[src/design/codel_drop_decider_macros.svh]
// Assertion macros for the drop decider
`ifndef CODEL_DROP_DECIDER_MACROS_SVH
`define CODEL_DROP_DECIDER_MACROS_SVH

// antecedent implies consequent in the same cycle
`define CODEL_ASSERT_NOW(label, ante, cons, msg) \
  label: assert property (@(posedge clk) disable iff (rst) (ante) |-> (cons)) \
    else $error(msg);

// antecedent implies consequent in the next cycle
`define CODEL_ASSERT_NEXT(label, ante, cons, msg) \
  label: assert property (@(posedge clk) disable iff (rst) (ante) |=> (cons)) \
    else $error(msg);

`endif

[src/design/codel_pkg.sv]
package codel_pkg;

  localparam int IN_TIME_BITS   = 48;
  localparam int ADDR_BITS      = 32;
  localparam int LEN_BITS       = 16;
  localparam int REG_BITS       = 32;
  localparam int CFG_INDEX_BITS = 1;

  localparam logic [REG_BITS-1:0] TARGET_DELAY_RESET  = 32'd5000000;
  localparam logic [REG_BITS-1:0] BASE_INTERVAL_RESET = 32'd100000000;
  localparam logic [REG_BITS-1:0] COUNT_MAX           = '1;

  localparam int DIV_STEPS  = 2 * REG_BITS;
  localparam int SQRT_STEPS = REG_BITS;
  localparam int ITER_BITS  = $clog2(DIV_STEPS);
  localparam int REM_BITS   = REG_BITS + 2;
  localparam int TRIAL_BITS = REG_BITS + 3;

  typedef enum logic [CFG_INDEX_BITS-1:0] {
    CFG_TARGET_DELAY,
    CFG_BASE_INTERVAL
  } cfg_index_t;

  typedef struct packed {
    logic [IN_TIME_BITS-1:0] now_time;
    logic [IN_TIME_BITS-1:0] arrival_time;
    logic [ADDR_BITS-1:0]    buffer_address;
    logic [LEN_BITS-1:0]     frame_length;
  } in_item_t;

  typedef struct packed {
    logic                 decision;
    logic [ADDR_BITS-1:0] out_address;
    logic [LEN_BITS-1:0]  out_length;
  } out_item_t;

  typedef enum logic [2:0] {
    S_IDLE,
    S_SOJ,
    S_DECIDE,
    S_STEP,
    S_DONE
  } decide_state_t;

  typedef enum logic [2:0] {
    U_IDLE,
    U_MUL,
    U_DIV,
    U_SQRT,
    U_DONE
  } step_state_t;

  typedef struct packed {
    logic                start;
    logic [REG_BITS-1:0] base;
    logic [REG_BITS-1:0] count;
  } step_req_t;

  typedef struct packed {
    logic                done;
    logic [REG_BITS-1:0] step;
  } step_rsp_t;

endpackage

[src/design/codel_step_unit.sv]
module codel_step_unit (
  input  logic                 clk,
  input  logic                 rst,
  input  codel_pkg::step_req_t req,
  output codel_pkg::step_rsp_t rsp
);
  import codel_pkg::*;

  step_state_t               state, state_next;
  logic [REG_BITS-1:0]       base;
  logic [REG_BITS-1:0]       divisor;
  logic [REG_BITS-1:0]       root;
  logic [2*REG_BITS-1:0]     work;
  logic [REM_BITS-1:0]       rem;
  logic [ITER_BITS-1:0]      iter;
  logic [TRIAL_BITS-1:0]     op_a, op_b;
  logic [TRIAL_BITS:0]       diff;
  logic                      ge;
  logic                      last;

  // shared trial subtract for division and square root
  always_comb begin
    op_a = TRIAL_BITS'({rem[REG_BITS-1:0], work[2*REG_BITS-1]});
    op_b = TRIAL_BITS'(divisor);
    if (state == U_SQRT) begin
      op_a = {rem[REM_BITS-2:0], work[2*REG_BITS-1 -: 2]};
      op_b = {1'b0, root, 2'b01};
    end
    diff = {1'b0, op_a} - {1'b0, op_b};
    ge   = !diff[TRIAL_BITS];
  end

  assign last = (state == U_DIV) ? (iter == ITER_BITS'(DIV_STEPS - 1))
                                 : (iter == ITER_BITS'(SQRT_STEPS - 1));

  always_comb begin
    state_next = state;
    unique case (state)
      U_IDLE: begin
        if (req.start) state_next = U_MUL;
      end
      U_MUL:  state_next = U_DIV;
      U_DIV: begin
        if (last) state_next = U_SQRT;
      end
      U_SQRT: begin
        if (last) state_next = U_DONE;
      end
      U_DONE: state_next = U_IDLE;
      default: state_next = U_IDLE;
    endcase
  end

  always_comb begin
    rsp.done = (state == U_DONE);
    rsp.step = root;
  end

  always_ff @(posedge clk) begin
    if (rst) begin
      state <= U_IDLE;
    end else begin
      state <= state_next;
    end
  end

  always_ff @(posedge clk) begin
    case (state)
      U_IDLE: begin
        if (req.start) begin
          base    <= req.base;
          divisor <= req.count;
        end
      end
      U_MUL: begin
        work <= (2*REG_BITS)'(base) * (2*REG_BITS)'(base);
        rem  <= '0;
        iter <= '0;
      end
      U_DIV: begin
        work <= {work[2*REG_BITS-2:0], ge};
        if (last) begin
          rem  <= '0;
          iter <= '0;
          root <= '0;
        end else begin
          rem  <= ge ? diff[REM_BITS-1:0] : op_a[REM_BITS-1:0];
          iter <= ITER_BITS'(iter + 1'b1);
        end
      end
      U_SQRT: begin
        rem  <= ge ? diff[REM_BITS-1:0] : op_a[REM_BITS-1:0];
        work <= {work[2*REG_BITS-3:0], 2'b00};
        root <= {root[REG_BITS-2:0], ge};
        iter <= ITER_BITS'(iter + 1'b1);
      end
      default: begin
      end
    endcase
  end

endmodule

[config.mk]
export PLATFORM = sky130hd
export DESIGN_NAME = codel_step_unit
export DESIGN_NICKNAME = d
export VERILOG_FILES = /design/src/design/codel_drop_decider_macros.svh /design/src/design/codel_pkg.sv /design/src/design/codel_step_unit.sv
export SDC_FILE = /design/constraint.sdc
export NUM_CORES = 2
export LEC_CHECK = 0
export BUFFER_PORTS_ARGS = -buffer_cell sky130_fd_sc_hd__buf_4
export CAP_MARGIN = 20
export CORE_ASPECT_RATIO = 1.4
export CORE_MARGIN = 2
export CORE_UTILIZATION = 55
export DETAILED_ROUTE_END_ITERATION = 12
export PLACE_DENSITY_LB_ADDON = 0.3
export SETUP_SLACK_MARGIN = 0.2
export SYNTH_ARGS = -nofsm -noshare
export SYNTH_HDL_FRONTEND = slang
export SYNTH_SLANG_ARGS = --single-unit
[constraint.sdc]
create_clock -name clk -period 15.29 [get_ports clk]
set_input_delay 3.8225 -clock clk [delete_from_list [all_inputs] [get_ports clk]]
set_output_delay 3.8225 -clock clk [all_outputs]
set_load 0.005 [all_outputs]
* Word-level counts from Yosys, hierarchy flattened *
Cells that the tools add are included.

operators by class
  add/subtract/negate cells = 2
  $mul = 1
  divide/modulo/power cells = 0
  magnitude comparators = 0
  equality and inequality tests = 9
  shifts and indexed selects = 0
  muxes and demuxes = 15
  bitwise gates (word level) = 0
  reductions and logical operators = 7

operators with widths
  cell                                                                   count
  64-bit case mux with 3 select lines                                    1
  33-bit case mux with 3 select lines                                    1
  33-bit 2-to-1 mux                                                      2
  32-bit by 32-bit multiplier with 64-bit output                         1
  32-bit case mux with 2 select lines                                    1
  35-bit by 34-bit subtractor with 36-bit output                         1
  35-bit 2-to-1 mux                                                      1
  34-bit 2-to-1 mux                                                      1
  32-bit 2-to-1 mux                                                      1
  6-bit case mux with 3 select lines                                     1
  3-bit case mux with 4 select lines                                     1
  3-bit 2-to-1 mux                                                       3
  6-bit by 1-bit adder with 6-bit output, second input constant          1
  3-bit by 2-bit equality test with 1-bit output, second input constant  2
  6-bit by 5-bit equality test with 1-bit output, second input constant  1
  6-bit equality test, second input constant                             1
  6-bit 2-to-1 mux                                                       1
  2-bit != test, second input constant                                   3
  2-bit AND reduction                                                    2
  3-bit by 1-bit equality test with 1-bit output, second input constant  1
  3-bit equality test, second input constant                             1
  3-bit logical NOT                                                      1
  3-bit AND reduction                                                    1
  3-bit nonzero test                                                     1
  other kinds (3)                                                        3

word-level totals
  bits in registers = 202
  latch bits = 0
  memory bits (writable) = 0
  memory bits (read-only) = 0
  input port bits = 67
  output and inout port bits = 33
  logic and storage cells = 41
  memories kept = 0

* Depth between registers and ports, before layout *
  depth after elaboration = 6
  depth in mapped cells = 30
  depth with buffers taken out = 27

* Worst setup path before layout *
Ideal clock, no wire load.

  path kind = input-to-reg
  start point = input req[64] (netlist bit)
  end point = register base[0], enable pin
  library setup time = 0.666 ns
  data arrival time = 10.313 ns
  required time = 14.624 ns
  slack = 4.311 ns
  cell stages on the path = 1
  cell sequence = nor4b_1

on the way
  word-level cells in the longest chain between the ends = 1

ends and longest elaborated chain
  what                                  line                   source
  from (decl)                           codel_step_unit.sv:4   input codel_pkg::step_req_t req,
  2-bit AND reduction (no source line)  --
  to (signal assigned)                  codel_step_unit.sv:71  base <= req.base;
  to (decl)                             codel_step_unit.sv:10  logic [REG_BITS-1:0] base;

Every way passes these cells.
A chain may end at the register's enable or synchronous reset.

* Worst setup path after layout *
  start point = register base[7]
  end point = register work[59] (data pin)

on the way
  word-level cells in the longest chain between the ends = 2

ends and longest elaborated chain
  what                                            line                   source
  32-bit by 32-bit multiplier with 64-bit output  codel_step_unit.sv:76  work <= (2*REG_BITS)'(base) * (2*REG_BITS)'(base);
  64-bit case mux with 3 select lines             codel_step_unit.sv:68  case (state)
  to (signal assigned)                            codel_step_unit.sv:76
  to (signal assigned)                            codel_step_unit.sv:81  work <= {work[2*REG_BITS-2:0], ge};
  to (signal assigned)                            codel_step_unit.sv:93  work <= {work[2*REG_BITS-3:0], 2'b00};
  to (decl)                                       codel_step_unit.sv:13  logic [2*REG_BITS-1:0] work;

Every way passes these cells.

==> run metrics <==
final setup violation count 0; Die Width 231.7 um; met1 Resource Use GR 31.00%; Worst Setup Path Type flop to flop; TritonCTS clock tree done; post-route cell area 0.04241 mm2; measured slew at the worst slew-check pin 1.050 ns; Root Buffer clkbuf_16; Top Family by Delay on Critical Path adder cells; post-route ant nets 0; Async S/R FF share, synth 0%; worst min-delay path class flop to flop; Seq/Total Area, Yosys 15.12%; setup bufs post-CTS 0; vias 28,001; port bufs 99; Routed wire per std cell 19.81 um; GR Util met2 53.09%; # diodes 0; Post-synth EDFFs 199; Mapped Avg Cell Area 9.772 um2; busiest layer in global routing met2; yosys warns 0; final net count 5,276; drc violations 0; Gate Count Post-Synth 4,084; maximum buffer depth of the clock tree 3; Post-Syn Nets 5,279; num rows 116; FILL cells 6,267; GR Util All Layers 28.36%; global-route wire length before repair 164,100 um; Final Hold Fails 0; Buf/Inv on CP 6; core footprint 0.07170 mm2; Slowest-stage cell, CP fa_1; grt met3 use 3.492%; First-pass DRT Iterations 7; worst-skew pair later-pin latency 0.58 ns; cts hold-fix bufs 0; Sink Count 202; Register Area 0.006040 mm2; status finished clean; flops & latches, synth 202; Worst setup SP type flop; Final Skew 0.01415 ns; final period utilization 56.97%; fin crit period 8.711 ns; layout cell share with drive strength beyond 1 6.416%; weighted congestion at the end of routability-driven global placement 0.9023; CP Max Fanout 21; Max Freq 114.8 MHz; required time of the critical path 15.61 ns; CP arrival 9.03 ns; post-synth cell types 73; Hold Slack 0.6051 ns; Worst-path clk slew 0.07 ns; DR iter-0 viols 1,448; die area 0.07476 mm2; Num CTS Buffers 24; IO Pins 100; max incr delay on CP 0.56 ns; initial core utilization 55.66%; most frequent cells in the layout 973 x inv_1, 793 x fa_1, 377 x nand2_1; RSZ-0062 raised after global routing false; Max-Cap Viols 0; H-tree depth 1; DR vias/cell 5.552; initial antenna violation count 2; overall routed net length 99,910 um; multi-input combinational cell area 0.02959 mm2; Slew headroom 29.98%; DP Area 0.04157 mm2; post-cts gate resize count 0; height of the die 322.7 um; P&R area growth vs syn 6.264%; largest net degree at the start of global routing 89; Final Max Tran Viols 0; CP endpoint kind flop; main flop type after synthesis edfxtp_1; vias in the first global route 31,703; sum of negative setup slack 0 ns; commonest non-fill, non-tap cell in the layout inv_1; synthesized area 0.03991 mm2; post-detail-place hpwl 77,940 um; GR Overflow Total 0; Top cell by count, worst path fa_1
[per-layer routing]
metal / vias to the layer above / routed length [um]
met1: 14233 / 34510
met5: - / 0
met4: 0 / 6509
li1: 12615 / -
met3: 324 / 5250
met2: 829 / 53640
[metrics by stage]
step | utilization (%) | std cells | worst slack, ns
after floorplan | - | 4084 | 4.311
after global placement | 57.95 | 4997 | 6.720
after detailed placement | 57.99 | 4998 | 6.617
after CTS | 59.11 | 5042 | 6.598
after global routing | 59.15 | 5043 | 6.299
final | 59.15 | 5043 | 6.579
[flip-flops by register name (all words and copies together), names as in the netlist]
name	cells
base	32
divisor	32
iter	6
rem	33
root	32
state	3
work	64
[path summary, 6_finish.rpt]
kind | startpoint | to | slack (ns) | cells after the start
worst max-delay path | base[7] | work[59] | 6.58 | 25
worst min-delay path | iter[0] | iter[0] | 0.61 | 1
worst max register to register | base[7] | work[59] | 6.58 | 25
worst min register to register | iter[0] | iter[0] | 0.61 | 1
[synth_stat cells (all sizes together) (59+ instances only)]
cell type / instances / area, um2
a21oi: 196 / 980.9
and2: 233 / 1458
clkbuf: 160 / 600.6
edfxtp: 199 / 5976
fa: 793 / 15880
ha: 335 / 4192
inv: 973 / 3652
nand2: 377 / 1415
nor2: 126 / 473.0
o21ai: 82 / 414.2
xnor2: 70 / 613.1
xor2: 59 / 516.8
[kinds of logic after synthesis]
group                    after synthesis  share of synthesized area, %
AO/OA/AOI/OAI                        468                         7.308
XOR/XNOR                             129                         2.831
adder cells (fa/ha/maj)             1128                         50.28
buffers and inverters               1149                         10.81
flip-flops                           202                         15.12
multiplexers                          92                         2.433
AND/OR/NAND/NOR                      916                         11.21
[final cells by class]
| class | instances | area share, % |
|---|---|---|
| clock buffer | 29 | 1.484 |
| clock inverter | 15 | 0.4131 |
| inverter | 974 | 8.621 |
| multi-input combinational | 2733 | 69.78 |
| sequential | 202 | 14.24 |
| tap | 944 | 2.785 |
| timing repair buffer | 146 | 2.679 |
Power is not shown: default switching activity piles up to over one toggle a cycle in this logic, so the estimate is an artifact.
